==> config.mk <==
export PLATFORM = sky130hd
export DESIGN_NAME = spd_ram
export DESIGN_NICKNAME = d
export VERILOG_FILES = /design/src/rtl/spd_ram.sv
export SDC_FILE = /design/constraint.sdc
export NUM_CORES = 1
export LEC_CHECK = 0
export ABC_AREA = 0
export ABC_CLOCK_PERIOD_IN_PS = 1980
export BUFFER_PORTS_ARGS = -buffer_cell sky130_fd_sc_hd__buf_2
export CAP_MARGIN = 20
export CORE_UTILIZATION = 50
export CTS_CLUSTER_DIAMETER = 100
export DETAILED_ROUTE_END_ITERATION = 8
export GPL_TIMING_DRIVEN = 1
export HOLD_SLACK_MARGIN = 0.02
export PLACE_DENSITY = 0.68
export REMOVE_ABC_BUFFERS = 1
export SKIP_CTS_REPAIR_TIMING = 1
export SLEW_MARGIN = 5
export SYNTH_ARGS = -nofsm -noshare
export SYNTH_HDL_FRONTEND = slang
export SYNTH_SLANG_ARGS = --single-unit
export TNS_END_PERCENT = 50
==> constraint.sdc <==
create_clock -name clk_i -period 1.98 [get_ports clk_i]
set_clock_uncertainty 0.15 [all_clocks]
set_input_delay 0.099 -clock clk_i [delete_from_list [all_inputs] [get_ports clk_i]]
set_output_delay 0.099 -clock clk_i [all_outputs]
set_load 0.01 [all_outputs]
==> src/rtl/spd_ram.sv <==
// ----------------------------------------------------------------------------
// spd_ram
// simple dual-port ram, one write and one registered read port
// ----------------------------------------------------------------------------
module spd_ram #(
  parameter int DEPTH = 64,
  parameter int WIDTH = 8
) (
  input  logic                     clk_i,
  input  logic                     we_i,
  input  logic [$clog2(DEPTH)-1:0] waddr_i,
  input  logic [WIDTH-1:0]         wdata_i,
  input  logic                     re_i,
  input  logic [$clog2(DEPTH)-1:0] raddr_i,
  output logic [WIDTH-1:0]         rdata_o
);

  logic [WIDTH-1:0] mem [DEPTH];
  logic [WIDTH-1:0] rdata_q;

  always_ff @(posedge clk_i) begin
    if (we_i) begin
      mem[waddr_i] <= wdata_i;
    end
    if (re_i) begin
      rdata_q <= mem[raddr_i];
    end
  end

  assign rdata_o = rdata_q;

endmodule

After elaboration in Yosys (flattened, before gate mapping)
Memory sizes are Yosys's and may differ from the RTL's. A register that Yosys moved wholly into a read port is not among the register bits.
Index checks and enable logic that the tools add are counted.
Widths: inputs -> output; s select.
{"block": "totals", "register_bits": 0, "ramBits": 512, "in_bits": 23, "out_inout_bits": 8, "elab_cells": 3, "n_memories": 1}
{"name": "mem", "depth": 64, "width": 8, "read_ports": 1, "rd_clocked_by_memory_dff": 1, "write_ports": 1, "line_no": "18", "source": "logic [WIDTH-1:0] mem [DEPTH];"}
{"block": "classes", "n_mux": 2}
{"op": "$mux 1", "count": 2}

Logic depth before layout (Yosys ltp)
{"block": "depth", "ltp_word": 2, "mapped_depth": 9, "depth_no_buf": 5}

Worst setup path after synthesis
OpenSTA, ideal clock, no wires.
{"block": "synth_timing", "path_type": "input-to-reg", "from": "input port raddr_i[1]", "to": "register rdata_q[3], in the netlist rdata_o[3] (read register of mem), data pin", "setup_ps": 266, "t_arrival_ps": 1639, "required_ps": 1564, "setup_slack_ps": -75, "stages": 7, "n_path_buf": 3, "cell_sequence": "buf_4 -> buf_2 -> buf_2 -> mux4_2 -> mux4_2 -> o21ai_1 -> o41ai_1"}
{"element": "start, declared", "line_no": "14", "source": "input logic [$clog2(DEPTH)-1:0] raddr_i,"}
{"element": "end, declared", "line_no": "19", "source": "logic [WIDTH-1:0] rdata_q;"}

==> flow_metrics.tcl <==
set metrics [dict create \
    status "finished with violations" \
    violations "negative hold slack, negative setup slack" \
    synth_flop_cell "edfxtp_1" \
    fin_hold_ws_ps -36.1 \
    end_kind "flip-flop" \
    dieWidth_microns 203 \
    hold_viol 6 \
    switching_share 0.203 \
    grt_max_degree 65 \
    start_util 0.508 \
    p_int_mw 17.9 \
    placed_cell_area_sq_um 22300 \
    synth-edff-count 520 \
    die_y_microns 203 \
    start_kind "flip-flop" \
    worst_pin_slew_ps 738 \
    fin_crit_ps 2190 \
    drcViolationCount 0 \
    seqPwrFrac 0.544 \
    slowest_stage "mux4_2" \
    combPwrFrac 0.060 \
    r2r_setup_slack_ps -210 \
    cts_tree "yes" \
    critPathKind "reg2reg" \
    timing.final.crit_share 1.11 \
    critPathArrivalTime_ps 2340 \
    synth.yosys.seq_area_share 0.771 \
    leakagePower_nw 7.90 \
    layout_setup_ws_ps -209 \
    synth_seq_cells 520 \
    power.switching_mw 4.58 \
    gp_congestion 0.815 \
    grt_usage 0.223 \
    synth_cells 940 \
    fin_util 0.604 \
    crit_required_ps 2130 \
    finalSetupViolations 8 \
    grt_pass1_vias 10241 \
    path_cells "mux4_2 > mux2_2 > o221a_4 > nor3_4 > buf_6 > o32ai_1" \
    fmax_mhz 457 \
    drt_iter0_drc 1007 \
    tns_ps -913 \
    ant_nets 0 \
    finalInstanceArea_sq_um 24100 \
    power_density_nw_per_um2 935 \
    root_buffer "clkbuf_16" \
    vias_per_cell 5.89 \
    syn_avg_cell_area_sq_um 21.5 \
    clk_pin_slew_worst_paths_ps 60 \
    cts_sinks 520 \
    insertedDiodeCount 0 \
    wl_mm 44.5 \
    nets 1185 \
    crit_path_max_incr_delay_ps 460 \
    syn_to_final_growth_pct 18.9 \
    antenna_found_initial 0 \
    io_pins 31 \
    worstSkewPairLatency_ps 570 \
    power_mw 22.5 \
    rsz0062_at_grt "true" \
    core_sq_um 39800 \
    clockBufferDepth 3 \
    netlist_area_sq_um 20200 \
    synth_cell_type_count 39 \
    drive_above_1_share 0.352 \
    clockPowerShare 0.396 \
    final_max_slew_viol_count 0 \
    crit_fanout 1 \
    dpl.hpwl_mm 28.3 \
    ys_warn_count 0 \
    cts_max_level 2 \
    io_buffers 30 \
    dieArea_sq_um 41300 \
    rows 73 \
    synth_async_sr_flop_share 0 \
    drtPass1Iterations 5 \
    cts_made_buffers 51 \
    relSlewSlack 0.508 \
    via_count 10133 \
    grt_pass1_wl_mm 66.3 \
    irDropWorstVdd_v 0.000664 \
    hold_class "in2reg" \
    gr-total-overflow 0 \
    wl_per_cell_microns 25.9 \
    cap_violations 0 \
]
## worst paths after layout
kind                                      startpoint                   end  cells after the start
worst min-delay path                      raddr_i[5]  rdata_o[3]$_DFFE_PP_                      2
worst max-delay path            mem[16][4]$_DFFE_PP_  rdata_o[4]$_DFFE_PP_                      6
worst max register to register  mem[16][4]$_DFFE_PP_  rdata_o[4]$_DFFE_PP_                      6
worst min register to register   mem[4][7]$_DFFE_PP_  rdata_o[7]$_DFFE_PP_                      4
## stage by stage
stage / cells / worst slack [ps]
2_1_floorplan: 889 / 7.31
3_3_place_gp: 1619 / -541
3_5_place_dp: 1619 / -571
4_1_cts: 1705 / -368
5_1_grt: 1720 / -245
6_report: 1720 / -209
## per-layer routing
layer / global-route usage / vias up / wire [microns] / part of all wire
li1: - / 4369 / - / -
met1: 0.327 / 5304 / 18200 / 0.41
met2: 0.346 / 388 / 21600 / 0.49
met3: 0.0331 / 72 / 3440 / 0.077
met4: 0.0789 / 0 / 1220 / 0.027
met5: 0 / - / 0 / 0
## kinds of logic after synthesis
kind of cell	Yosys count	synth area share
multiplexers	162	0.159
buffers and inverters	51	0.0156
AO/OA/AOI/OAI	54	0.0206
flip-flops	520	0.771
AND/OR/NAND/NOR	153	0.0337
## power by group through the flow
stage / Clock [mW] / Combinational, mW / Sequential [mW]
floorplan: 0 / 0.473 / 12.5
global placement: 0 / 1.26 / 12.5
detailed placement: 0 / 1.28 / 12.5
CTS: 9.07 / 1.29 / 12.2
global route: 9.49 / 1.44 / 12.2
finish: 8.90 / 1.35 / 12.2
## registers in the layout, indices dropped and copies added (netlist names)
register and count:
rdata_o 8, mem 512
## cell type report
class | instances | area (sq um)
clock inverter | 20 | 138
tap | 525 | 657
clock buffer | 66 | 1380
fill | 2861 | 15800
timing repair buffer | 220 | 1860
multi-input combinational | 369 | 4420
sequential | 520 | 15600
## cell usage after synthesis, drive strengths merged (6+ instances only)
cell type  instances  area, sq um
nand2b             7         43.8
nand2             19         71.3
mux2              13          146
o22ai              8         50.1
a221oi             6         52.6
clkbuf            17         63.8
mux4             126         2840
nor2b             14         87.6
edfxtp           520        15600
buf               34          253
nand3             13         65.1
mux2i             23          230
nor3               7         35.0
o221ai             8         70.1
nor2              83          312
## placed cells by master (no fill, tap or decap), types with 3 or more instances in the layout
master and count:
a22oi_1 3, a21oi_1 3, buf_12 19, o21ai_2 3, dlygate4sd3_1 12, mux2_4 4, mux4_2 126, a221oi_2 3
nor2_1 83, clkinv_1 13, mux2i_1 23, nand2b_1 7, clkinv_2 4, a221oi_1 3, o221ai_1 8, nor2b_1 14
o22ai_1 8, buf_2 27, o2111ai_1 3, nor3_1 5, clkbuf_16 53, a211oi_1 4, clkbuf_1 13, buf_4 160
edfxtp_1 520, nand3_1 13, nand2_1 19, mux2_2 9, nand3b_1 3
## critical path, delay by kind of cell, from the launching register on
| kind | cells | cell delay (ps) |
|---|---|---|
| muxes | 2 | 760 |
| DFF | 1 | 370 |
| AOI/OAI and AO/OA | 2 | 370 |
| and+or+nand+nor | 1 | 130 |
| buffers and inverters | 1 | 130 |
No activity file was read; power rests on OpenSTA's default activity.
